### config.mk
export PLATFORM = sky130hd
export DESIGN_NAME = utf8_bidirectional_decoder_unit
export DESIGN_NICKNAME = d
export VERILOG_FILES = /design/src/sv/ubd_pkg.sv /design/src/sv/ubd_front.sv /design/src/sv/ubd_back.sv /design/src/sv/utf8_bidirectional_decoder_unit.sv
export SDC_FILE = /design/constraint.sdc
export NUM_CORES = 1
export LEC_CHECK = 0
export BUFFER_PORTS_ARGS = -buffer_cell sky130_fd_sc_hd__buf_2
export CORE_MARGIN = 2
export CORE_UTILIZATION = 46
export DETAILED_ROUTE_END_ITERATION = 8
export PLACE_DENSITY_LB_ADDON = 0.12
export RECOVER_POWER = 100
export SLEW_MARGIN = 20
export SYNTH_ARGS = -nofsm -noshare
export SYNTH_HDL_FRONTEND = slang
export SYNTH_SLANG_ARGS = --single-unit
export TNS_END_PERCENT = 100
### constraint.sdc
create_clock -name aclk -period 3.45 [get_ports aclk]
set_clock_uncertainty 0.15 [all_clocks]
set_input_delay 0.5175 -clock aclk [delete_from_list [all_inputs] [get_ports aclk]]
set_output_delay 0.5175 -clock aclk [all_outputs]
set_load 0.01 [all_outputs]
### src/sv/ubd_pkg.sv
// Shared types, constants and status codes of the bidirectional UTF-8 decoder.
package ubd_pkg;

    // Longest legal UTF-8 sequence.
    localparam int MAX_SEQ_BYTES = 4;

    // Default depth of the queue between the front and the back.
    localparam int QUEUE_DEPTH = 2;

    // Code point limits for each sequence length.
    localparam logic [20:0] CP_MIN_2   = 21'h00080;
    localparam logic [20:0] CP_MAX_2   = 21'h007FF;
    localparam logic [20:0] CP_MIN_3   = 21'h00800;
    localparam logic [20:0] CP_MAX_3   = 21'h0FFFF;
    localparam logic [20:0] CP_SURR_LO = 21'h0D800;
    localparam logic [20:0] CP_SURR_HI = 21'h0DFFF;
    localparam logic [20:0] CP_MIN_4   = 21'h10000;
    localparam logic [20:0] CP_MAX_4   = 21'h10FFFF;

    // Result status codes.
    typedef enum logic [1:0] {
        STATUS_OK         = 2'd0,
        STATUS_TOO_LONG   = 2'd1,
        STATUS_BAD_STRUCT = 2'd2,
        STATUS_BAD_VALUE  = 2'd3
    } status_t;

    // One input request.
    typedef struct packed {
        logic [7:0] data_byte;
        logic       line_end;
    } ubd_in_t;

    // One result request.
    typedef struct packed {
        logic [20:0] code_point;
        logic [2:0]  byte_length;
        status_t     status;
        logic        is_separator;
    } ubd_result_t;

    // A classified byte as it travels from the front to the back.
    typedef struct packed {
        logic [7:0] data_byte;
        logic       line_end;
        logic [2:0] lead_len;   // 1..4, or 0 for a byte that cannot lead
        logic       is_cont;    // byte has the form 10xxxxxx
    } ubd_item_t;

endpackage

### src/sv/ubd_front.sv
// Front end: accepts input bytes, classifies them and queues them for the back end.
module ubd_front #(
    parameter int DEPTH = ubd_pkg::QUEUE_DEPTH
) (
    input  logic              aclk,
    input  logic              aresetn,
    input  logic              s_valid,
    output logic              s_ready,
    input  ubd_pkg::ubd_in_t  s_data,
    output logic              q_valid,
    input  logic              q_ready,
    output ubd_pkg::ubd_item_t q_item
);

    localparam int AW = (DEPTH > 1) ? $clog2(DEPTH) : 1;
    localparam int CW = $clog2(DEPTH + 1);

    ubd_pkg::ubd_item_t mem [DEPTH];
    logic [AW-1:0] wr_ptr_reg, wr_ptr_next;
    logic [AW-1:0] rd_ptr_reg, rd_ptr_next;
    logic [CW-1:0] count_reg, count_next;
    ubd_pkg::ubd_item_t new_item;
    logic push;
    logic pop;

    // Sequence length announced by a lead byte.
    function automatic logic [2:0] lead_length(input logic [7:0] b);
        logic [2:0] n;
        priority if (b[7] == 1'b0)       n = 3'd1;
        else if (b[7:5] == 3'b110)       n = 3'd2;
        else if (b[7:4] == 4'b1110)      n = 3'd3;
        else if (b[7:3] == 5'b11110)     n = 3'd4;
        else                             n = 3'd0;
        return n;
    endfunction

    // Classify the incoming byte.
    always_comb begin
        new_item.data_byte = s_data.data_byte;
        new_item.line_end  = s_data.line_end;
        new_item.lead_len  = lead_length(s_data.data_byte);
        new_item.is_cont   = (s_data.data_byte[7:6] == 2'b10);
    end

    assign s_ready = (count_reg != CW'(DEPTH));
    assign push    = s_valid && s_ready;
    assign q_valid = (count_reg != '0);
    assign pop     = q_valid && q_ready;
    assign q_item  = mem[rd_ptr_reg];

    // Queue pointers and fill count.
    always_comb begin
        wr_ptr_next = wr_ptr_reg;
        rd_ptr_next = rd_ptr_reg;
        count_next  = count_reg;
        if (push) begin
            wr_ptr_next = (wr_ptr_reg == AW'(DEPTH - 1)) ? '0 : wr_ptr_reg + 1'b1;
        end
        if (pop) begin
            rd_ptr_next = (rd_ptr_reg == AW'(DEPTH - 1)) ? '0 : rd_ptr_reg + 1'b1;
        end
        if (push && !pop) begin
            count_next = count_reg + 1'b1;
        end else if (pop && !push) begin
            count_next = count_reg - 1'b1;
        end
    end

    always_ff @(posedge aclk) begin
        if (!aresetn) begin
            wr_ptr_reg <= '0;
            rd_ptr_reg <= '0;
            count_reg  <= '0;
        end else begin
            wr_ptr_reg <= wr_ptr_next;
            rd_ptr_reg <= rd_ptr_next;
            count_reg  <= count_next;
        end
    end

    // Queue storage.
    always_ff @(posedge aclk) begin
        if (push) begin
            mem[wr_ptr_reg] <= new_item;
        end
    end

endmodule

### src/sv/ubd_back.sv
// Back end: holds the decoder state, assembles code points and drives the result register.
module ubd_back (
    input  logic                 aclk,
    input  logic                 aresetn,
    input  logic                 cfg_wr_en,
    input  logic                 cfg_wr_data,
    input  logic                 q_valid,
    output logic                 q_ready,
    input  ubd_pkg::ubd_item_t   q_item,
    output logic                 m_valid,
    input  logic                 m_ready,
    output ubd_pkg::ubd_result_t m_data
);

    logic        reverse_reg;
    logic [20:0] partial_reg, partial_next;
    logic [2:0]  seen_reg, seen_next;
    logic [2:0]  exp_reg, exp_next;
    logic        out_valid_reg, out_valid_next;
    ubd_pkg::ubd_result_t out_reg, out_next;

    logic           advance;
    logic           fin;
    logic           err;
    ubd_pkg::status_t err_code;
    logic [20:0]    fin_cp;
    logic [2:0]     fin_len;
    logic           emit;
    logic [20:0]    lead_bits;
    logic [20:0]    cont_bits;
    logic [20:0]    fwd_value;
    logic [2:0]     seen_inc;
    logic [7:0]     b;

    // Payload bits that a lead byte of the given length carries.
    function automatic logic [20:0] lead_payload(input logic [7:0] v, input logic [2:0] n);
        logic [20:0] r;
        unique case (n)
            3'd2:    r = {16'd0, v[4:0]};
            3'd3:    r = {17'd0, v[3:0]};
            3'd4:    r = {18'd0, v[2:0]};
            default: r = {13'd0, v};
        endcase
        return r;
    endfunction

    // Place six-bit groups by the number of continuations taken so far.
    function automatic logic [20:0] place(input logic [20:0] v, input logic [2:0] k);
        logic [20:0] r;
        unique case (k)
            3'd0:    r = v;
            3'd1:    r = {v[14:0], 6'd0};
            3'd2:    r = {v[8:0], 12'd0};
            3'd3:    r = {v[2:0], 18'd0};
            default: r = '0;
        endcase
        return r;
    endfunction

    // Legal code point range for the sequence length.
    function automatic logic in_range(input logic [20:0] cp, input logic [2:0] n);
        logic ok;
        unique case (n)
            3'd1:    ok = (cp < ubd_pkg::CP_MIN_2);
            3'd2:    ok = (cp >= ubd_pkg::CP_MIN_2) && (cp <= ubd_pkg::CP_MAX_2);
            3'd3:    ok = (cp >= ubd_pkg::CP_MIN_3) && (cp <= ubd_pkg::CP_MAX_3) &&
                          !((cp >= ubd_pkg::CP_SURR_LO) && (cp <= ubd_pkg::CP_SURR_HI));
            3'd4:    ok = (cp >= ubd_pkg::CP_MIN_4) && (cp <= ubd_pkg::CP_MAX_4);
            default: ok = 1'b0;
        endcase
        return ok;
    endfunction

    // Punctuation, controls and code points 80h to 8Eh count as separators.
    function automatic logic separator(input logic [20:0] c);
        return (c < 21'h30) || (c > 21'h39 && c < 21'h41) ||
               (c > 21'h5A && c < 21'h61) || (c > 21'h7A && c < 21'h8F);
    endfunction

    // The back end moves whenever the result register is free or being emptied.
    assign q_ready = !out_valid_reg || m_ready;
    assign advance = q_valid && q_ready;
    assign b       = q_item.data_byte;

    assign seen_inc  = seen_reg + 3'd1;
    assign lead_bits = lead_payload(b, q_item.lead_len);
    assign cont_bits = {15'd0, b[5:0]};
    assign fwd_value = {partial_reg[14:0], b[5:0]};

    // Decode one classified byte against the current state.
    always_comb begin
        partial_next = partial_reg;
        seen_next    = seen_reg;
        exp_next     = exp_reg;
        fin          = 1'b0;
        err          = 1'b0;
        err_code     = ubd_pkg::STATUS_BAD_STRUCT;
        fin_cp       = '0;
        fin_len      = '0;
        if (reverse_reg) begin
            if (q_item.is_cont) begin
                if (q_item.line_end) begin
                    err      = 1'b1;
                    err_code = ubd_pkg::STATUS_TOO_LONG;
                end else if (seen_reg >= 3'(ubd_pkg::MAX_SEQ_BYTES - 1)) begin
                    err = 1'b1;
                end else begin
                    partial_next = partial_reg | place(cont_bits, seen_reg);
                    seen_next    = seen_inc;
                end
            end else if (q_item.lead_len == 3'd0 || q_item.lead_len != seen_inc) begin
                err = 1'b1;
            end else begin
                fin     = 1'b1;
                fin_cp  = partial_reg | place(lead_bits, seen_reg);
                fin_len = q_item.lead_len;
            end
        end else if (exp_reg == 3'd0) begin
            // No sequence open: the byte must be a lead.
            if (q_item.lead_len == 3'd1) begin
                fin     = 1'b1;
                fin_cp  = {13'd0, b};
                fin_len = 3'd1;
            end else if (q_item.lead_len == 3'd0) begin
                err = 1'b1;
            end else if (q_item.line_end) begin
                err      = 1'b1;
                err_code = ubd_pkg::STATUS_TOO_LONG;
            end else begin
                partial_next = lead_bits;
                seen_next    = 3'd1;
                exp_next     = q_item.lead_len;
            end
        end else if (!q_item.is_cont) begin
            err = 1'b1;
        end else begin
            partial_next = fwd_value;
            seen_next    = seen_inc;
            if (seen_inc >= exp_reg) begin
                fin     = 1'b1;
                fin_cp  = fwd_value;
                fin_len = exp_reg;
            end else if (q_item.line_end) begin
                err      = 1'b1;
                err_code = ubd_pkg::STATUS_TOO_LONG;
            end
        end
    end

    assign emit = fin || err;

    // Build the next result and return to idle after any result.
    always_comb begin
        out_valid_next = out_valid_reg;
        out_next       = out_reg;
        if (advance && emit) begin
            out_valid_next = 1'b1;
            if (fin && in_range(fin_cp, fin_len)) begin
                out_next.code_point   = fin_cp;
                out_next.byte_length  = fin_len;
                out_next.status       = ubd_pkg::STATUS_OK;
                out_next.is_separator = separator(fin_cp);
            end else begin
                out_next.code_point   = '0;
                out_next.byte_length  = '0;
                out_next.status       = fin ? ubd_pkg::STATUS_BAD_VALUE : err_code;
                out_next.is_separator = 1'b0;
            end
        end else if (m_ready) begin
            out_valid_next = 1'b0;
        end
    end

    // Decoder state and mode register.
    always_ff @(posedge aclk) begin
        if (!aresetn) begin
            reverse_reg <= 1'b0;
            partial_reg <= '0;
            seen_reg    <= '0;
            exp_reg     <= '0;
        end else if (cfg_wr_en) begin
            reverse_reg <= cfg_wr_data;
            partial_reg <= '0;
            seen_reg    <= '0;
            exp_reg     <= '0;
        end else if (advance) begin
            if (emit) begin
                partial_reg <= '0;
                seen_reg    <= '0;
                exp_reg     <= '0;
            end else begin
                partial_reg <= partial_next;
                seen_reg    <= seen_next;
                exp_reg     <= exp_next;
            end
        end
    end

    // Result register.
    always_ff @(posedge aclk) begin
        if (!aresetn) begin
            out_valid_reg <= 1'b0;
        end else begin
            out_valid_reg <= out_valid_next;
        end
    end

    always_ff @(posedge aclk) begin
        out_reg <= out_next;
    end

    assign m_valid = out_valid_reg;
    assign m_data  = out_reg;

    // An error result carries no code point and no length.
    a_err_zero: assert property (@(posedge aclk) disable iff (!aresetn)
        (m_valid && m_data.status != ubd_pkg::STATUS_OK) |->
        (m_data.code_point == '0 && m_data.byte_length == '0 && !m_data.is_separator))
        else $error("error result with nonzero payload");

    // A good result has a legal length.
    a_ok_len: assert property (@(posedge aclk) disable iff (!aresetn)
        (m_valid && m_data.status == ubd_pkg::STATUS_OK) |->
        (m_data.byte_length != 3'd0 && m_data.byte_length <= 3'(ubd_pkg::MAX_SEQ_BYTES)))
        else $error("good result with bad length");

    // After a result is produced the decoder is idle.
    a_idle_after: assert property (@(posedge aclk) disable iff (!aresetn)
        (advance && emit && !cfg_wr_en) |=>
        (partial_reg == '0 && seen_reg == '0 && exp_reg == '0))
        else $error("state not cleared after result");

    // Reverse decoding never opens a forward sequence length.
    a_rev_noexp: assert property (@(posedge aclk) disable iff (!aresetn)
        reverse_reg |-> (exp_reg == '0 && seen_reg < 3'(ubd_pkg::MAX_SEQ_BYTES)))
        else $error("reverse mode with forward state");

endmodule

### src/sv/utf8_bidirectional_decoder_unit.sv
// Top level of the bidirectional validating UTF-8 decoder.
//
// The decoder takes one byte per cycle while the result side keeps up, in line order or
// from the line end backwards as the reverse_reg mode bit selects, and gives one result
// for each finished character or error. A byte is classified on entry and parked in a
// small queue (QUEUE_DEPTH entries); the back end consumes one queued byte per cycle
// whenever its result register is free or being emptied, and the result of the byte
// that completes a character is written to that result register. The rate is set by
// the decode step in the back end, which updates the partial code point and byte count
// for each byte. Writing the mode bit drops any open sequence and returns the decoder
// to idle; write it only while no bytes are in flight.
module utf8_bidirectional_decoder_unit #(
    parameter int QUEUE_DEPTH = ubd_pkg::QUEUE_DEPTH
) (
    input  logic                 aclk,
    input  logic                 aresetn,
    input  logic                 cfg_wr_en,
    input  logic                 cfg_wr_data,
    input  logic                 s_valid,
    output logic                 s_ready,
    input  ubd_pkg::ubd_in_t     s_data,
    output logic                 m_valid,
    input  logic                 m_ready,
    output ubd_pkg::ubd_result_t m_data
);

    logic               q_valid;
    logic               q_ready;
    ubd_pkg::ubd_item_t q_item;

    // Classify and queue incoming bytes.
    ubd_front #(
        .DEPTH(QUEUE_DEPTH)
    ) u_front (
        .aclk    (aclk),
        .aresetn (aresetn),
        .s_valid (s_valid),
        .s_ready (s_ready),
        .s_data  (s_data),
        .q_valid (q_valid),
        .q_ready (q_ready),
        .q_item  (q_item)
    );

    // Decode queued bytes into results.
    ubd_back u_back (
        .aclk        (aclk),
        .aresetn     (aresetn),
        .cfg_wr_en   (cfg_wr_en),
        .cfg_wr_data (cfg_wr_data),
        .q_valid     (q_valid),
        .q_ready     (q_ready),
        .q_item      (q_item),
        .m_valid     (m_valid),
        .m_ready     (m_ready),
        .m_data      (m_data)
    );

endmodule

# Word-level counts from Yosys, hierarchy flattened
# Memory sizes are Yosys's and may differ from the RTL's. A register that Yosys moved wholly into a read port is not among the register bits.
# Index checks and enable logic that the tools add are counted.
# Widths: inputs -> output; s select.
# op_classes
n_addsub	5
order_cmp	18
eq_ne	27
mux	93
n_bitwise	3
n_reduce_logical	35
# op_table
cell	count
$mux 21	23
$pmux 21 s4	2
$mux 3	26
$gt 21x7->1 const B	2
$le 21x16->1 const B	2
$lt 21x7->1 const B	2
$lt 21x8->1 const B	2
$or 21x21->21	2
$mux 1	28
$pmux 8 s3	1
$mux 2	11
$ge 21x12->1 const B	1
$ge 21x16->1 const B	1
$ge 21x17->1 const B	1
$ge 21x8->1 const B	1
$gt 21x6->1 const B	1
$le 21x11->1 const B	1
$le 21x21->1 const B	1
$lt 21x6->1 const B	1
$eq 3x2->1 const B	6
$logic_and 1x1->1	14
$eq 3x1->1 const B	3
$eq 3x3->1 const B	3
$logic_not 3->1	3
other kinds (26)	43
# totals
reg_bits	60
ramBits	26
inputBits	15
elab_cells	194
n_memories	1
# memory_table
name	words	word_bits	rd	rd_clocked_by_memory_dff	wr	line	source
u_front.mem	2	13	1	1	1	ubd_front.sv:18	ubd_pkg::ubd_item_t mem [DEPTH];

# Depth between registers and ports, before layout
# Gate-level depths: netlist (run 1).
# logic_depth
ltp_word	17
depth_mapped	15
depth_no_buf	13

# Hierarchy
# A second synthesis (run 1) with hierarchy kept.
# unflattened
cells_unflattened	489
area_unflattened_um2	4670.7
# modules_own_cells
module	instances	cells_each	area_each_um2
ubd_back	1	417	3472.1
ubd_front	1	72	1198.6

# Least setup slack after synthesis (run 1)
# No wires, ideal clock.
# synth_timing
kind	register to register
from	register u_back.seen_reg[0]
to	register u_back.out_reg, in the netlist u_back.m_data[2], data pin
setup_ns	0.255
t_arrival_ns	3.413
required_ns	3.045
setup_slack_ns	-0.367
stages_incl_launch_ff	16
synth_period_minus_slack_ns	3.817
path_cell_list	dfxtp_1 ha_1 ha_1 inv_1 ha_1 a21o_1 a31oi_1 nor3_1 clkbuf_1 o21ai_0 o21ai_0 or4_4 a211oi_4 nor3_2 buf_6 and2_1
# synth_between
elab_chain_len	16
word_cells_on_any_way	58
cone_classes	add/sub (1); order compare (10); eq/ne (8); mux (29); bitwise (1); reduce/logical (9)
# synth_lines
element	line	source
start, declared	ubd_back.sv:17	logic [2:0] seen_reg, seen_next;
start signal, assigned	ubd_back.sv:193	seen_reg <= seen_next;
$eq 3x2->1 (tied with other cells)	ubd_back.sv:50	unique case (k)
$pmux 21 s4	ubd_back.sv:50	
$mux 21	ubd_back.sv:111	end else if (q_item.lead_len == 3'd0 || q_item.lead_len != seen_inc) begin
$mux 21	ubd_back.sv:101	if (q_item.is_cont) begin
$mux 21	ubd_back.sv:100	if (reverse_reg) begin
$or 21x21->21	ubd_back.sv:115	fin_cp = partial_reg | place(lead_bits, seen_reg);
$mux 21	ubd_back.sv:111	
$mux 21	ubd_back.sv:101	
$mux 21	ubd_back.sv:100	
$ge 21x16->1 or $le 21x16->1 (tied branches)	ubd_back.sv:67	!((cp >= ubd_pkg::CP_SURR_LO) && (cp <= ubd_pkg::CP_SURR_HI));
$logic_and 1x1->1	ubd_back.sv:67	
$logic_not 1->1	ubd_back.sv:67	
$logic_and 1x1->1	ubd_back.sv:66	3'd3: ok = (cp >= ubd_pkg::CP_MIN_3) && (cp <= ubd_pkg::CP_MAX_3) &&
$pmux 1 s4	ubd_back.sv:63	unique case (n)
$mux 1	ubd_back.sv:156	if (advance && emit) begin
$logic_and 1x1->1	ubd_back.sv:158	if (fin && in_range(fin_cp, fin_len)) begin
end signal, assigned	ubd_back.sv:209	out_reg <= out_next;
end, declared	ubd_back.sv:20	ubd_pkg::ubd_result_t out_reg, out_next;
# Parallel ways exist; a longest one is shown, timed or not. The select of a mux whose other input is x is not followed.
# A chain may end at the register's enable or synchronous reset.

# Worst setup path in the final report (run 1)
# Ends and elaborated chain as after synthesis.

==> results.sh, run 1 <==
export IMPL_required_ns=3.43
export IMPL_critPathCaptureType="register"
export IMPL_syn_cell_area_um2=5026
export IMPL_cts_tree="done"
export IMPL_critical_path_slowest_cell="dfxtp_4"
export IMPL_dieArea_um2=11780
export IMPL_ys_types=70
export IMPL_synth_xor_xnor_area_share=0.01046
export IMPL_die_w_um=108.5
export IMPL_finalHoldViolations=0
export IMPL_grt_max_degree=42
export IMPL_slew_viol_final=0
export IMPL_ys_warn_count=0
export IMPL_critPathLaunchType="register"
export IMPL_muxShareOfSynthArea=0.05327
export IMPL_synth_ff_type="edfxtp_1"
export IMPL_holdPathEnd="u_front.mem[1][4]$_DFFE_PP_"
export IMPL_ff2ff_path_depth=16
export IMPL_cp_slowest_stage_delay_ns=0.36
export IMPL_firstDrtPassIters=5
export IMPL_synth_simple_area_share=0.1969
export IMPL_drv_cap=0
export IMPL_gp_congestion=0.9704
export IMPL_first_iter_violations=408
export IMPL_status="finished with violations"
export IMPL_violations="negative setup slack"
export IMPL_cts_buffers=9
export IMPL_place_worst_setup_slack_ns=-0.2254
export IMPL_io_pins=44
export IMPL_fin_ws_ns=-0.1051
export IMPL_min_path_cells=1
export IMPL_core_region_area_um2=10750
export IMPL_cts_root_buffer="clkbuf_8"
export IMPL_powerDensity_nw_per_um2=601.2
export IMPL_cp_max_fo=22
export IMPL_routed_via_count=4683
export IMPL_worstMarginPinSlew_ns=0.9699
export IMPL_path_clk_slew_ns=0.08
export IMPL_synth_edf_count=53
export IMPL_synth_top_family_by_area="compound AO/OA/AOI/OAI gates"
export IMPL_numClockSinks=87
export IMPL_grt_pass1_wl_um=23690
export IMPL_ant_nets=0
export IMPL_clock_latency_ns=0.37
export IMPL_insertedDiodeCount=0
export IMPL_fill_cells=926
export IMPL_die_h_um=108.5
export IMPL_finish_utilization=0.6146
export IMPL_crit_reg2reg_launch="u_back.seen_reg[0]$_SDFFE_PP0P_"
export IMPL_hpwl_um=11120
export IMPL_start_util=0.4677
export IMPL_htreeDepth=3
export IMPL_routedWlPerCell_um=18.69
export IMPL_p_leak_uw=0.002423
export IMPL_drive_gt1_frac=0.3323
export IMPL_drt_total_wl_um=15100
export IMPL_min_period_ns=3.555
export IMPL_ff2ff_setup_slack_ns=-0.11
export IMPL_synth_seq_cells=87
export IMPL_critPathKind="register to register"
export IMPL_ff_latch_area_um2=2280
export IMPL_syn_to_final_growth_pct=31.39
export IMPL_critPathMostFrequentCell="buf_4"
export IMPL_grt_total_usage=0.2674
export IMPL_synth_compound_gate_area_share=0.2270
export IMPL_port_buffers=43
export IMPL_postCtsHoldBufs=0
export IMPL_avgSynthCellArea_um2=9.448
export IMPL_worstHoldStart="s_data[0]"
export IMPL_hold_class="input port to register"
export IMPL_yosys_area_share_adder=0.02240
export IMPL_syn_nets=556
export IMPL_multiInputGateArea_um2=2820
export IMPL_rows=38
export IMPL_async_flop_share=0
export IMPL_grt_remaining_overflow=0
export IMPL_crit_buf_inv=7
export IMPL_period_share=1.030
export IMPL_clk_path_buf_depth=2
export IMPL_setup_viol=24
export IMPL_rr_endpoint="u_back.m_data[2]$_SDFFCE_PP0P_"
export IMPL_drc=0
export IMPL_crit_arrival_ns=3.53
export IMPL_largest_register_ffs=27
export IMPL_antenna_found_initial=0
export IMPL_rsz0062_at_grt="yes"
export IMPL_grt_pass1_vias=4452
export IMPL_max_clock_freq_mhz=281.3
export IMPL_layout_nets=687
export IMPL_path_cells="ha_4, ha_4, inv_4, buf_4, xnor2_2, a2111oi_4, buf_4, buf_4, and2_1, buf_4, a22oi_1, buf_4, a211oi_4, nor3_4, buf_12, and2_4"
export IMPL_slew_headroom=0.3534
export IMPL_netlist_instances=532
export IMPL_irDropWorstVdd_mv=0.3773
export IMPL_path_delay_family="buffers and inverters"
export IMPL_vias_per_cell=5.796
export IMPL_yosysSeqAreaShare=0.4521
[per-layer routing]
layer  global-route usage  wire length [um]  up-vias
met2               0.4491              7438      165
met1               0.3445              6473     2254
met3              0.03315               723       30
li1                     -                 -     2234
met5                    0                 0        -
met4               0.1200               468        0
[power breakdown]
group	internal, uW	switching [uW]
logic	730	1010
clock network	408	387
registers	1350	81.3
[layout by cell type (no fill, tap or decap), types with 9 or more instances in the layout]
master,Yosys,routed
buf_2,2,36
inv_1,12,11
o21ai_0,26,22
a21o_1,9,9
nand3_1,18,18
a21oi_1,39,39
nand2b_1,14,14
nand2_1,62,62
buf_4,0,100
and2_1,10,9
edfxtp_1,53,53
clkbuf_8,0,9
a21oi_2,9,9
nor2_1,57,55
nor2b_1,9,9
mux2i_1,14,14
dfxtp_1,34,30
[layout make-up]
cell class | instances | share of cell area
repair buffers | 150 | 0.1609
flip-flops and latches | 87 | 0.3452
well taps | 140 | 0.02653
multi-input cells | 403 | 0.4271
inverters | 12 | 0.007200
clock inverters | 7 | 0.01440
clock buffers | 9 | 0.01876
[repair_timing]
item,4_1_cts,5_1_grt
endpoints found under the hold margin,0,0
gates resized for setup,27,16
pin swaps,4,7
gates cloned,1,0
endpoints found under the setup margin,23,25
buffers inserted,7,4
[through the flow]
stage	cell area, um2	TNS [ns]	cells	total power [uW]	hold WS (ns)
finish	6604	-1.323	808	3971	0.1857
global route	6604	-3.595	808	4170	0.1807
detailed placement	6066	-2.932	780	3049	0.3012
global placement	6066	-0.9331	780	3029	0.2926
CTS	6485	-0.04952	804	3919	0.1744
floorplan	5067	-0.1375	532	2362	0.2861
[cell families (layout without fill, tap and decap cells)]
kind of cell / after synthesis / after routing
AO/OA/AOI/OAI: 160 / 160
XOR/XNOR: 6 / 6
adder cells (fa/ha/maj): 9 / 9
buffers and inverters: 42 / 178
flip-flops: 87 / 87
multiplexers: 24 / 24
AND/OR/NAND/NOR: 204 / 204
[cells in the mapped netlist (all sizes together), types with 3 or more instances]
cell	instances	area (um2)
a211oi	6	57.56
a21o	9	67.56
a21oi	48	274.0
a22oi	7	52.55
a31o	4	35.04
a31oi	8	50.05
a32oi	8	70.07
and2	11	68.82
buf	8	62.56
clkbuf	22	82.58
dfxtp	34	680.7
edfxtp	53	1592
ha	9	112.6
inv	12	45.04
mux2	9	105.1
mux2i	15	162.7
nand2	62	232.7
nand2b	14	87.58
nand3	18	90.09
nand4	4	31.28
nor2	57	214.0
nor2b	9	56.30
nor3	9	55.05
nor4	4	25.02
o211ai	9	77.57
o21a	3	22.52
o21ai	29	145.1
o31a	3	26.28
o41ai	7	68.82
or3	3	23.77
xnor2	3	26.28
xor2	3	26.28
[how the worst max path moves through the flow]
| stage | slack (ns) | from | end | cells after the start |
|---|---|---|---|---|
| 2_1_floorplan | -0.14 | u_back.seen_reg[0]$_SDFFE_PP0P_ | u_back.m_data[2]$_SDFFCE_PP0P_ | 15 |
| 3_3_place_gp | -0.18 | u_back.seen_reg[0]$_SDFFE_PP0P_ | u_back.m_data[0]$_SDFFCE_PN0P_ | 16 |
| 3_5_place_dp | -0.23 | u_back.seen_reg[0]$_SDFFE_PP0P_ | u_back.m_data[2]$_SDFFCE_PP0P_ | 15 |
| 4_1_cts | -0.02 | u_back.seen_reg[0]$_SDFFE_PP0P_ | u_back.m_data[0]$_SDFFCE_PN0P_ | 16 |
| 5_1_grt | -0.24 | u_back.seen_reg[0]$_SDFFE_PP0P_ | u_back.m_data[0]$_SDFFCE_PN0P_ | 16 |
| 6_report | -0.11 | u_back.seen_reg[0]$_SDFFE_PP0P_ | u_back.m_data[2]$_SDFFCE_PP0P_ | 16 |
No activity file was read; power rests on OpenSTA's default activity.
==> inputs of run 2 (changes only) <==
- CORE_ASPECT_RATIO: default -> 1.2
==> run 2 against run 1 <==
The run still ends with negative setup slack left. First-iteration DRC count is 43% lower. Register-to-register slack better by 0.09 ns. Total power is 2.1% higher. Sequential cell count stayed put. Critical path type unchanged. Highest routed layer unchanged.
==> results.sh, run 2 (synthesis gave the netlist of run 1 again) <==
export IMPL_hpwl_um=11500
export IMPL_grt_busiest_layer="met2"
export IMPL_syn_to_final_growth_pct=33.28
export IMPL_final_cell_mix="buf_4, nand2_1, nor2_1, edfxtp_1, clkbuf_1"
export IMPL_grt_pass1_vias=4634
export IMPL_dieArea_um2=11780
export IMPL_cp_slowest_stage_delay_ns=0.56
export IMPL_clock_latency_ns=0.34
export IMPL_holdPathEnd="u_front.mem[1][5]$_DFFE_PP_"
export IMPL_final_cell_count_no_fill=814
export IMPL_slew_headroom=0.2608
export IMPL_numClockSinks=87
export IMPL_routedWlPerCell_um=18.46
export IMPL_path_delay_family="compound AO/OA/AOI/OAI gates"
export IMPL_worstMarginPinSlew_ns=1.105
export IMPL_port_buffers=43
export IMPL_crit_reg2reg_launch="u_back.seen_reg[1]$_SDFFE_PP0P_"
export IMPL_powerDensity_nw_per_um2=605.3
export IMPL_io_pins=44
export IMPL_drc=0
export IMPL_htreeDepth=3
export IMPL_drive_gt1_frac=0.2978
export IMPL_die_w_um=99.42
export IMPL_hold_class="input port to register"
export IMPL_vias_per_cell=5.752
export IMPL_critical_path_slowest_cell="or4_4"
export IMPL_slew_viol_final=0
export IMPL_cts_root_buffer="clkbuf_16"
export IMPL_p_leak_uw=0.002454
export IMPL_required_ns=3.40
export IMPL_period_share=1.003
export IMPL_cts_tree="done"
export IMPL_postCtsHoldBufs=0
export IMPL_setup_viol=1
export IMPL_critPathLaunchType="register"
export IMPL_routed_via_count=4682
export IMPL_grt_max_degree=43
export IMPL_ff2ff_setup_slack_ns=-0.01
export IMPL_gp_congestion=0.9466
export IMPL_clk_path_buf_depth=2
export IMPL_fill_cells=931
export IMPL_rsz0062_at_grt="yes"
export IMPL_min_path_cells=1
export IMPL_status="finished with violations"
export IMPL_critPathMostFrequentCell="buf_4"
export IMPL_critPathCaptureType="register"
export IMPL_worstHoldStart="s_data[1]"
export IMPL_grt_pass1_wl_um=23920
export IMPL_max_clock_freq_mhz=289.0
export IMPL_irDropWorstVdd_mv=0.3395
export IMPL_grtUsageMet3=0.04613
export IMPL_layout_commonest_cell="buf_4"
export IMPL_grt_total_usage=0.2622
export IMPL_die_h_um=118.5
export IMPL_cts_buffers=9
export IMPL_ant_nets=0
export IMPL_rr_endpoint="u_back.m_data[10]$_SDFFCE_PN0P_"
export IMPL_core_region_area_um2=10570
export IMPL_first_iter_violations=231
export IMPL_grt_remaining_overflow=0
export IMPL_rows=41
export IMPL_grtUsageMet1=0.3274
export IMPL_drv_cap=0
export IMPL_power_uw=4055
export IMPL_antenna_found_initial=0
export IMPL_drt_total_wl_um=15020
export IMPL_finalHoldViolations=0
export IMPL_largest_register_ffs=27
export IMPL_cp_max_fo=7
export IMPL_start_util=0.4756
export IMPL_layout_nets=704
export IMPL_ff2ff_path_depth=14
export IMPL_critPathKind="register to register"
export IMPL_dp_cells=789
export IMPL_path_cells="buf_4, inv_1, ha_4, buf_4, xor2_2, a2111oi_4, buf_4, a31oi_1, or4_4, o211ai_2, a211oi_4, buf_4, buf_4, o31a_1"
export IMPL_path_clk_slew_ns=0.07
export IMPL_crit_buf_inv=6
export IMPL_fin_ws_ns=-0.01015
export IMPL_crit_arrival_ns=3.41
export IMPL_grt_met2_usage=0.4400
export IMPL_insertedDiodeCount=0
export IMPL_violations="negative setup slack"
export IMPL_firstDrtPassIters=4
export IMPL_min_period_ns=3.460
[run 2: what timing repair did]
action	4_1_cts	5_1_grt
resized for setup	35	7
pin swaps	12	0
endpoints found under the setup margin	24	24
buffers inserted	9	0
gates cloned	0	0
[run 2: worst max-delay path by stage]
stage	endpoint	from	slack [ns]	cells past startpoint
after global routing	u_back.m_data[0]$_SDFFCE_PN0P_	u_back.seen_reg[0]$_SDFFE_PP0P_	-0.13	15
after CTS	u_back.m_data[0]$_SDFFCE_PN0P_	u_back.seen_reg[0]$_SDFFE_PP0P_	0.02	14
after floorplan	u_back.m_data[2]$_SDFFCE_PP0P_	u_back.seen_reg[0]$_SDFFE_PP0P_	-0.14	15
final	u_back.m_data[10]$_SDFFCE_PN0P_	u_back.seen_reg[1]$_SDFFE_PP0P_	-0.01	14
after detailed placement	u_back.m_data[0]$_SDFFCE_PN0P_	u_back.seen_reg[0]$_SDFFE_PP0P_	-0.32	15
after global placement	u_back.m_data[1]$_SDFFCE_PP0P_	u_back.seen_reg[0]$_SDFFE_PP0P_	-0.16	15
[run 2: final cells by class]
type	count	area (um2)	share of cell area
well taps	129	161.4	0.02409
inverters	12	47.55	0.007098
repair buffers	167	1116	0.1666
flip-flops and latches	87	2277	0.3399
multi-input cells	403	2814	0.4201
clock buffers	12	236.5	0.03530
clock inverters	4	46.29	0.006911
[run 2: layer usage]
metal,share of wire,vias up
li1,-,2279
met4,0.041,0
met5,0,-
met1,0.42,2235
met3,0.040,35
met2,0.50,133
[run 2: metrics by stage]
stage	hold WS [ns]	cell area, um2	setup WS [ns]	setup TNS, ns	utilization
5_1_grt	0.2065	6699	-0.1343	-0.5907	0.6339
4_1_cts	0.2073	6736	0.01552	0	0.6375
2_1_floorplan	0.2861	5067	-0.1375	-0.1375	-
6_report	0.2181	6699	-0.01015	-0.01015	0.6339
3_5_place_dp	0.2978	6177	-0.3177	-2.825	0.5845
3_3_place_gp	0.2917	6177	-0.1587	-1.405	0.5845
[run 2: power breakdown]
part	leakage [uW]	internal, uW	switching (uW)
sequential	0.000783	1350	85.6
clock	0.000134	558	391
combinational	0.00154	673	992
